<file path="config.mk">
export PLATFORM = sky130hd
export DESIGN_NAME = ordered_list_table_core
export DESIGN_NICKNAME = d
export VERILOG_FILES = /design/src/rtl/olt_pkg.sv /design/src/rtl/olt_cell.sv /design/src/rtl/ordered_list_table_core.sv
export SDC_FILE = /design/constraint.sdc
export NUM_CORES = 2
export LEC_CHECK = 0
export BUFFER_PORTS_ARGS = -buffer_cell sky130_fd_sc_hd__buf_4
export CORE_MARGIN = 2
export CORE_UTILIZATION = 30
export CTS_CLUSTER_SIZE = 14
export DETAILED_ROUTE_END_ITERATION = 16
export REMOVE_ABC_BUFFERS = 1
export SLEW_MARGIN = 20
export SYNTH_ARGS = -nofsm -noshare
export SYNTH_HDL_FRONTEND = slang
export SYNTH_HIERARCHICAL = 1
export SYNTH_SLANG_ARGS = --single-unit
</file>
<file path="constraint.sdc">
create_clock -name clock -period 6.3 [get_ports clock]
set_clock_uncertainty 0.2 [all_clocks]
set_input_delay 0.63 -clock clock [delete_from_list [all_inputs] [get_ports clock]]
set_output_delay 0.63 -clock clock [all_outputs]
set_load 0.005 [all_outputs]
</file>
<file path="src/rtl/olt_pkg.sv">
// ----------------------------------------------------------------------------
// olt_pkg: shared types and constants of the ordered list table
// Holds the table depth, the request and response words, the operation and
// status codes, and the control word that steers each storage cell.
// ----------------------------------------------------------------------------
package olt_pkg;

   // Table size, the widths that follow from it, and the response count width.
   localparam int DEPTH   = 16;
   localparam int CNT_W   = $clog2(DEPTH + 1);
   localparam int PASS_W  = $clog2(DEPTH);
   localparam int COUNT_W = 5;

   // Operation codes carried in the mode field.
   localparam logic [2:0] MODE_HEAD_INS = 3'd0;
   localparam logic [2:0] MODE_END_INS  = 3'd1;
   localparam logic [2:0] MODE_POS_INS  = 3'd2;
   localparam logic [2:0] MODE_VAL_DEL  = 3'd3;
   localparam logic [2:0] MODE_POS_DEL  = 3'd4;
   localparam logic [2:0] MODE_SORT     = 3'd5;
   localparam logic [2:0] MODE_LIST     = 3'd6;

   // Status codes returned with every response word.
   localparam logic [1:0] ST_OK      = 2'd0;
   localparam logic [1:0] ST_INVALID = 2'd1;
   localparam logic [1:0] ST_FULL    = 2'd2;

   typedef struct packed {
      logic [2:0]         mode;
      logic signed [31:0] value;
      logic [7:0]         position;
   } req_word_type;

   typedef struct packed {
      logic [1:0]         status;
      logic [4:0]         count;
      logic signed [31:0] item_value;
      logic               item_valid;
      logic               last;
   } rsp_word_type;

   // Where a cell takes its next value from.
   typedef enum logic [1:0] {
      SEL_HOLD,
      SEL_NEW,
      SEL_LEFT,
      SEL_RIGHT
   } cell_sel_type;

   typedef struct packed {
      cell_sel_type sel;
      logic         in_range;
   } cell_ctl_type;

endpackage

</file>
<file path="src/rtl/olt_cell.sv">
// ----------------------------------------------------------------------------
// olt_cell: one storage cell of the ordered list table
// Holds one entry, loads it from a neighbor or from the shared new value,
// forwards the match chain and reports the order against its right neighbor.
// ----------------------------------------------------------------------------
module olt_cell (
   input  logic                 clock,
   input  olt_pkg::cell_ctl_type ctl,
   input  logic signed [31:0]   new_value,
   input  logic signed [31:0]   left_value,
   input  logic signed [31:0]   right_value,
   input  logic signed [31:0]   key_value,
   input  logic                 seen_in,
   output logic signed [31:0]   value,
   output logic                 seen_out,
   output logic                 greater
);
   import olt_pkg::*;

   logic signed [31:0] value_ff;
   logic signed [31:0] value_in;

   // Select the next entry value.
   always_comb begin
      unique case (ctl.sel)
         SEL_NEW:   value_in = new_value;
         SEL_LEFT:  value_in = left_value;
         SEL_RIGHT: value_in = right_value;
         default:   value_in = value_ff;
      endcase
   end

   always_ff @(posedge clock) begin
      value_ff <= value_in;
   end

   // A match at or before this cell makes this cell close the gap.
   assign seen_out = seen_in | (ctl.in_range && (value_ff == key_value));
   assign greater  = value_ff > right_value;
   assign value    = value_ff;

endmodule

</file>
<file path="src/rtl/ordered_list_table_core.sv">
// Inserts, position deletes and unknown modes pass from idle to the post state, which
// loads the response; value delete removes matches one by one and sort runs DEPTH passes first.
// List sends one word per entry, one per cycle when the response side does not stall.
// One operation is in flight at a time; the next word is accepted once it completes.
// Reset clears the entry count and the control state; the cell contents are not cleared.
// ----------------------------------------------------------------------------
// ordered_list_table_core: ordered table of signed entries in a chain of cells
// Each cell holds one entry and shifts to a neighbor for inserts and deletes,
// swaps in odd-even passes for sorting, and rotates toward the output to list.
// ----------------------------------------------------------------------------
module ordered_list_table_core (
   input  logic                  clock,
   input  logic                  reset,
   input  logic                  req_valid,
   output logic                  req_stall,
   input  olt_pkg::req_word_type req_word,
   output logic                  rsp_valid,
   input  logic                  rsp_stall,
   output olt_pkg::rsp_word_type rsp_word
);
   import olt_pkg::*;

   typedef enum logic [2:0] {
      S_IDLE,
      S_DEL,
      S_SORT,
      S_LIST,
      S_POST
   } state_type;

   state_type          state_ff;
   logic [CNT_W-1:0]   count_ff;
   logic [PASS_W-1:0]  pass_ff;
   logic [CNT_W-1:0]   list_idx_ff;
   logic [1:0]         status_ff;
   logic signed [31:0] key_ff;
   logic               rsp_valid_ff;
   rsp_word_type       rsp_word_ff;

   cell_ctl_type       ctl [DEPTH];
   logic signed [31:0] cell_value [DEPTH];
   logic               seen [DEPTH+1];
   logic               greater [DEPTH];
   logic               swap_pair [DEPTH];
   logic signed [31:0] new_value;

   logic               accept;
   logic               out_free;
   logic               rsp_load;
   logic               full;
   logic               do_ins;
   logic               do_del;
   logic [CNT_W-1:0]   op_idx;
   logic [1:0]         dec_status;
   logic [8:0]         pos9;
   logic [8:0]         cnt9;
   logic               list_last;

   assign accept    = (state_ff == S_IDLE) && req_valid;
   assign req_stall = (state_ff != S_IDLE);
   assign out_free  = !rsp_valid_ff || !rsp_stall;
   assign rsp_load  = out_free && ((state_ff == S_LIST) || (state_ff == S_POST));
   assign full      = (count_ff == CNT_W'(DEPTH));
   assign pos9      = {1'b0, req_word.position};
   assign cnt9      = 9'(count_ff);
   assign list_last = ((list_idx_ff + 1'b1) == count_ff);

   // Decode the request word into a shift operation and a status.
   always_comb begin
      do_ins     = 1'b0;
      do_del     = 1'b0;
      op_idx     = '0;
      dec_status = ST_OK;
      unique case (req_word.mode)
         MODE_HEAD_INS: begin
            if (full) dec_status = ST_FULL;
            else      do_ins     = accept;
         end
         MODE_END_INS: begin
            op_idx = count_ff;
            if (full) dec_status = ST_FULL;
            else      do_ins     = accept;
         end
         MODE_POS_INS: begin
            op_idx = CNT_W'(pos9 - 9'd1);
            if (pos9 == 9'd0 || pos9 > cnt9 + 9'd1) dec_status = ST_INVALID;
            else if (full)                          dec_status = ST_FULL;
            else                                    do_ins     = accept;
         end
         MODE_POS_DEL: begin
            op_idx = CNT_W'(pos9 - 9'd1);
            if (pos9 == 9'd0 || pos9 > cnt9) dec_status = ST_INVALID;
            else                             do_del     = accept;
         end
         default: begin
            dec_status = ST_OK;
         end
      endcase
   end

   // Odd-even exchange: pair (i, i+1) swaps on its phase when out of order.
   always_comb begin
      for (int i = 0; i < DEPTH; i++) begin
         swap_pair[i] = (i < DEPTH - 1) && (state_ff == S_SORT) &&
                        (1'(i) == pass_ff[0]) &&
                        (CNT_W'(i + 1) < count_ff) && greater[i];
      end
   end

   // Per-cell steering.
   always_comb begin
      for (int i = 0; i < DEPTH; i++) begin
         ctl[i].in_range = CNT_W'(i) < count_ff;
         ctl[i].sel      = SEL_HOLD;
         if (do_ins) begin
            if (CNT_W'(i) > op_idx)       ctl[i].sel = SEL_LEFT;
            else if (CNT_W'(i) == op_idx) ctl[i].sel = SEL_NEW;
         end else if (do_del) begin
            if (CNT_W'(i) >= op_idx) ctl[i].sel = SEL_RIGHT;
         end else if (state_ff == S_DEL) begin
            if (seen[i+1]) ctl[i].sel = SEL_RIGHT;
         end else if (state_ff == S_SORT) begin
            if (swap_pair[i]) ctl[i].sel = SEL_RIGHT;
            else if (i > 0 && swap_pair[(i > 0) ? i - 1 : 0]) ctl[i].sel = SEL_LEFT;
         end else if (state_ff == S_LIST && out_free) begin
            if (CNT_W'(i + 1) < count_ff)       ctl[i].sel = SEL_RIGHT;
            else if (CNT_W'(i + 1) == count_ff) ctl[i].sel = SEL_NEW;
         end
      end
   end

   // The front entry wraps to the back while listing.
   assign new_value = (state_ff == S_LIST) ? cell_value[0] : req_word.value;
   assign seen[0]   = 1'b0;

   // The chain of cells.
   for (genvar g = 0; g < DEPTH; g++) begin : g_cell
      olt_cell u_cell (
         .clock       (clock),
         .ctl         (ctl[g]),
         .new_value   (new_value),
         .left_value  ((g == 0) ? 32'sd0 : cell_value[(g == 0) ? 0 : g - 1]),
         .right_value ((g == DEPTH - 1) ? 32'sd0
                                        : cell_value[(g == DEPTH - 1) ? g : g + 1]),
         .key_value   (key_ff),
         .seen_in     (seen[g]),
         .value       (cell_value[g]),
         .seen_out    (seen[g+1]),
         .greater     (greater[g])
      );
   end

   // Sequencer, entry count and response register.
   always_ff @(posedge clock) begin
      if (reset) begin
         state_ff     <= S_IDLE;
         count_ff     <= '0;
         rsp_valid_ff <= 1'b0;
      end else begin
         // A new word is loaded, or a taken word leaves the register.
         if (rsp_load) begin
            rsp_valid_ff <= 1'b1;
         end else if (!rsp_stall) begin
            rsp_valid_ff <= 1'b0;
         end
         unique case (state_ff)
            S_IDLE: begin
               if (req_valid) begin
                  status_ff <= dec_status;
                  key_ff    <= req_word.value;
                  pass_ff   <= '0;
                  list_idx_ff <= '0;
                  if (do_ins) count_ff <= count_ff + 1'b1;
                  if (do_del) count_ff <= count_ff - 1'b1;
                  if (req_word.mode == MODE_VAL_DEL) begin
                     state_ff <= S_DEL;
                  end else if (req_word.mode == MODE_SORT) begin
                     state_ff <= S_SORT;
                  end else if (req_word.mode == MODE_LIST && count_ff != '0) begin
                     state_ff <= S_LIST;
                  end else begin
                     state_ff <= S_POST;
                  end
               end
            end
            S_DEL: begin
               // One matching entry leaves per cycle until none is left.
               if (seen[DEPTH]) count_ff <= count_ff - 1'b1;
               else             state_ff <= S_POST;
            end
            S_SORT: begin
               pass_ff <= pass_ff + 1'b1;
               if (pass_ff == PASS_W'(DEPTH - 1)) state_ff <= S_POST;
            end
            S_LIST: begin
               if (out_free) begin
                  rsp_word_ff.status     <= ST_OK;
                  rsp_word_ff.count      <= COUNT_W'(count_ff);
                  rsp_word_ff.item_value <= cell_value[0];
                  rsp_word_ff.item_valid <= 1'b1;
                  rsp_word_ff.last       <= list_last;
                  list_idx_ff            <= list_idx_ff + 1'b1;
                  if (list_last) state_ff <= S_IDLE;
               end
            end
            S_POST: begin
               if (out_free) begin
                  rsp_word_ff.status     <= status_ff;
                  rsp_word_ff.count      <= COUNT_W'(count_ff);
                  rsp_word_ff.item_value <= '0;
                  rsp_word_ff.item_valid <= 1'b0;
                  rsp_word_ff.last       <= 1'b1;
                  state_ff               <= S_IDLE;
               end
            end
            default: begin
               state_ff <= S_IDLE;
            end
         endcase
      end
   end

   assign rsp_valid = rsp_valid_ff;
   assign rsp_word  = rsp_word_ff;

endmodule

</file>
==> After elaboration in Yosys (flattened, before gate mapping) <==
Cells that the tools add are included.
W data, S select, Z words.
{ "totals": {"register_bits": 605, "inputBits": 47, "out_inout_bits": 43, "wordCells": 584} }
{ "op_classes": {"add_sub_neg": 6, "n_lt_le_gt_ge": 66, "eq_ne": 117, "mux": 258, "bitwise": 17, "n_reduce_logical": 92} }
{ "op_table": {"columns": ["operator", "n"], "rows": [
  ["$pmux W32 S3", 16],
  ["$eq A32 B32 Y1", 16],
  ["$gt A32 B32 Y1", 15],
  ["$mux W2", 176],
  ["$mux W41", 2],
  ["$pmux W41 S2", 1],
  ["$eq A4 B5 Y1 const A", 16],
  ["$eq A2 B2 Y1 const B", 32],
  ["$logic_and A1 B1 Y1", 52],
  ["$reduce_bool A3 Y1", 17],
  ["$eq A3 B5 Y1 const A", 8],
  ["$ge A4 B5 Y1 const A", 8],
  ["$gt A4 B5 Y1 const A", 8],
  ["$lt A4 B5 Y1 const A", 8],
  ["$mux W1", 39],
  ["$eq A2 B1 Y1 const B", 16],
  ["$mux W32", 1],
  ["$mux W5", 6],
  ["$pmux W5 S2", 3],
  ["$mux W3", 9],
  ["$eq A2 B5 Y1 const A", 4],
  ["$ge A3 B5 Y1 const A", 4],
  ["$gt A3 B5 Y1 const A", 4],
  ["$lt A3 B5 Y1 const A", 4],
  ["42 further kinds", 91]
]} }

==> Logic depth before layout (Yosys ltp) <==
{ "logic_depth": {"depth_word": 23, "ltp_mapped": 28, "ltp_nobuf": 27} }

==> Hierarchy <==
Netlist, hierarchy kept.
{ "by_module_without_submodules": {"columns": ["module", "n_inst", "cells_per_inst", "area_per_inst_um2", "seq_area_each_um2"], "rows": [
  ["olt_cell", 16, 297, 2771.4, 960.9],
  ["ordered_list_table_core", 1, 667, 6002.0, 2702.6]
]} }

==> Least setup slack after synthesis <==
Ideal clock, no wire load.
{ "synth_timing": {"path_type": "reg-to-reg", "startpoint": "reg key_ff[23]", "endpoint": "reg g_cell[14].u_cell.value_ff[0] (enable)", "setup_ns": 0.329, "arrival_ns": 5.665, "t_required_ns": 5.771, "slack_ns": 0.106, "path_stages_with_launch": 26, "path_buffers": 2, "synth_period_minus_slack_ns": 6.194, "path_cell_list": "edfxtp_1 -> xor2_1 -> nor4_1 -> nand4_1 -> nor2_1 -> a41o_1 -> a41o_1 -> a41o_1 -> a41o_1 -> a41o_1 -> a41o_1 -> a41o_1 -> a41o_1 -> a41o_1 -> a41o_1 -> a41o_1 -> a41o_1 -> a41o_1 -> a41o_1 -> a41o_1 -> a32o_1 -> a21oi_1 -> o221ai_1 -> clkbuf_1 -> buf_2 -> or2_2"} }
{ "synth_rtl": {"columns": ["item", "line", "source"], "rows": [
  ["from (decl)", "ordered_list_table_core.sv:36", "logic signed [31:0] key_ff;"],
  ["from (signal assigned)", "ordered_list_table_core.sv:170", "key_ff <= req_word.value;"],
  ["to (signal assigned)", "olt_cell.sv:34", "value_ff <= value_in;"],
  ["to (decl)", "olt_cell.sv:20", "logic signed [31:0] value_ff;"]
]} }

==> metrics.md <==
| Metric | Value |
|---|---|
| Remaining routing DRC violations | `0` |
| FF-to-FF End | `g_cell[14].u_cell/value[18]` |
| Source of the worst register-to-register timing path | `g_cell[0].u_cell/value[14]` |
| Overall Power | `roughly 18 mW` |
| Outcome | `complete, no violations` |
| Std-Cell Rows | `between 100 and 150` |
| Cell area after synthesis | `roughly 50000 um^2` |
| Number of optimization iterations in the first detailed-route pass | `8` |
| Crit Path Class | `flop to flop` |
| Area taken by flip-flops and latches | `18100 um^2` |
| H-tree levels | `3` |
| TritonCTS clock tree | `yes` |
| FF-to-FF path depth | `25` |
| Total via count in the routed design | `around 44000` |
| Die span in y | `between 400 and 500 um` |
| Clock input transition at the sequential cells of the worst setup and hold paths | `roughly 0.060 ns` |
| Normalized max-slew margin | `0.193` |
| Ports | `90` |
| Gate power share | `0.371` |
| Slowest CP cell | `edfxtp_1` |
| Number of standard cells after synthesis | `~5300` |
| Hold path depth | `2` |
| Initial Utilization | `0.301` |
| Final estimated routing congestion in global placement | `roughly 0.97` |
| Cell total after placement | `approximately 7700` |
| Layout net count | `6143` |
| # Max-Cap Violations | `0` |
| Estimated wirelength of the detail-placed design | `147000 um` |
| Die outline area | `around 170000 um^2` |
| Area of the placeable core | `roughly 160000 um^2` |
| Max rail drop VDD | `around 220 uV` |
| Clock Tree Buf Depth | `3` |
| Final period demand of the worst path | `approximately 6.2 ns` |
| CP startpoint kind | `flop` |
| Wire length per cell after detailed routing | `between 20 and 30 um` |
| Hold path start | `reset` |
| Largest fanout of any net on the critical path | `28` |
| Fin. max-slew vios | `0` |
| Number of antenna violations at the first check in global routing | `1` |
| Top delay family on crit path | `compound AO/OA/AOI/OAI gates` |
| Biggest cell delay along the critical path | `between 0.4 and 0.5 ns` |
| Clock Power Share | `0.242` |
| Post-route standard cell area excluding fillers | `roughly 57000 um^2` |
| Pin count of the biggest net entering global routing | `between 60 and 70` |
| Hold endpoint | `state_ff[1]` |
| Accumulated negative setup slack | `0 ns` |
| Number of DRC markers in iteration 0 | `6094` |
| Net switching power of the design | `7.49 mW` |
| Design internal power | `between 10 and 15 mW` |
| Die extent in x | `between 400 and 500 um` |
| Grt total ovfl | `0` |
| Final setup violation count | `0` |
| Path class of the lowest-slack min-delay path | `input port to flop` |
| Total global routing track utilization | `0.234` |
| Setup crit end kind | `flop` |
| Measured slew at the worst slew-check pin | `1.21 ns` |
| Post-Layout Cell Count | `around 7800` |
| Highest clock rate | `160 MHz` |
| Inserted Clock Buffers | `73` |
| Fraction of layout instances using a drive strength above 1 | `0.0964` |
| Layout area overhead | `15.7%` |
| Power per standard cell area | `approximately 310 nW/um^2` |
| Cell area reported after detailed placement | `roughly 54000 um^2` |
| Avg Vias per Cell | `5.62` |
| IO buf count | `89` |
| Clock Latency Late Sink | `a little over 0.7 ns` |
| Reg-to-reg setup timing slack | `slightly below 0.07 ns` |
| Area of the multi-input gates | `just under 30000 um^2` |
| Worst path most repeated cell | `a41o_1` |
| Syn Area/Cell | `slightly above 9 um^2` |
| Sw Share | `0.415` |
| Clock sinks | `605` |
| Buffer type at the clock tree root | `clkbuf_16` |
| Data required, critical path | `roughly 6.5 ns` |
| Routed wire length | `approximately 200000 um` |
| Pleak | `between 20 and 25 nW` |
| Vias in the first global route | `40717` |
| CP arrival | `between 6 and 7 ns` |
| Global-route wire length before repair | `approximately 290000 um` |
| Filler cell count in the final layout | `between 15000 and 20000` |
| Seq pwr share | `0.387` |
| Worst path buffer plus inverter count | `2` |
| Final hold viol count | `0` |
| Remaining antenna violation count after routing | `0` |
| Synth warn | `6` |
| Post-route fraction of the period consumed by the critical path | `0.989` |
| Final antenna diode count | `0` |
## registers in the layout, summed over array words and instances, names as in the netlist
register,cells
count_ff,5
state_ff,3
pass_ff,4
list_idx_ff,5
status_ff,2
rsp_word,41
rsp_valid,1
key_ff,32
g_cell.u_cell/value,512
## placed cells by master, fill, tap and decap left out, drive strengths merged, types with 6 or more instances in the layout
| cell | instances |
|---|---|
| a21oi | 743 |
| conb | 65 |
| clkinv | 31 |
| nor3 | 27 |
| o31ai | 19 |
| o211ai | 21 |
| nand4 | 127 |
| clkbuf | 94 |
| nor4 | 148 |
| a31oi | 11 |
| a211oi | 20 |
| o221ai | 6 |
| and2 | 35 |
| dfxtp | 9 |
| nand3 | 85 |
| buf | 335 |
| nor2b | 15 |
| xor2 | 501 |
| dlygate4sd3 | 32 |
| a41o | 17 |
| a21o | 60 |
| nand2 | 250 |
| or2 | 18 |
| edfxtp | 596 |
| a21boi | 15 |
| nor2 | 620 |
| xnor2 | 29 |
| inv | 504 |
| mux2i | 531 |
| ha | 501 |
| o21ai | 83 |
| a221o | 15 |
| o2111ai | 16 |
## worst max-delay path by stage
stage	endpoint	start	slack (ns)	cells after the start
floorplan	g_cell[3].u_cell/value[0]	count_ff[2]	-2.05	13
global placement	g_cell[14].u_cell/value[8]	key_ff[27]	0.23	26
detailed placement	g_cell[14].u_cell/value[17]	key_ff[18]	0.09	26
CTS	g_cell[14].u_cell/value[21]	key_ff[18]	0.04	26
global route	g_cell[14].u_cell/value[26]	g_cell[0].u_cell/value[14]	-0.03	26
finish	g_cell[14].u_cell/value[18]	g_cell[0].u_cell/value[14]	0.07	25
## worst register-to-register path, delay by kind of cell, from the launching register on
family	cells	cell delay, ns
AND/OR/NAND/NOR	4	0.66
XOR/XNOR	1	0.24
flip-flops	1	0.42
AO/OA/AOI/OAI	18	4.12
buffers and inverters	2	0.32
## metal layers
metal  vias to the layer above  GRT usage  wire length (um)
li1                      19634          -                 -
met1                     21302      0.333             84600
met2                      2703      0.350             86900
met3                       436     0.0364             23400
met4                         2     0.0998              9600
met5                         -          0                13
## cell type report
| cell class | instances | area share |
|---|---|---|
| Multi-Input combinational cell | 4042 | 0.511 |
| Tap cell | 2189 | 0.0478 |
| Clock buffer | 92 | 0.0342 |
| Inverter | 504 | 0.0330 |
| Timing Repair Buffer | 369 | 0.0521 |
| Sequential cell | 605 | 0.315 |
| Clock inverter | 40 | 0.00646 |
## power by group through the flow
stage / logic [mW] / clock network (mW) / registers (mW)
after global placement: 6.23 / 0 / 7.01
after global routing: 7.35 / 4.53 / 7.01
final: 6.69 / 4.37 / 6.99
after floorplan: 4.43 / 0 / 6.36
after CTS: 6.50 / 4.39 / 6.94
after detailed placement: 6.45 / 0 / 7.02
## through the flow
stage          hold WS [ns]  setup WS, ns  utilization
6_report             0.0811        0.0672        0.349
5_1_grt               0.102       -0.0324        0.349
4_1_cts              0.0450        0.0368        0.347
3_5_place_dp          0.346        0.0932        0.331
3_3_place_gp          0.337         0.231        0.331
2_1_floorplan         0.328         -2.05            -
## repair_timing
item,CTS,global route
buffers inserted,0,18
hold buffers,32,0
endpoints found under the hold margin,32,0
gates resized for setup,0,13
endpoints found under the setup margin,0,156
(Power assumes the default switching activity.)
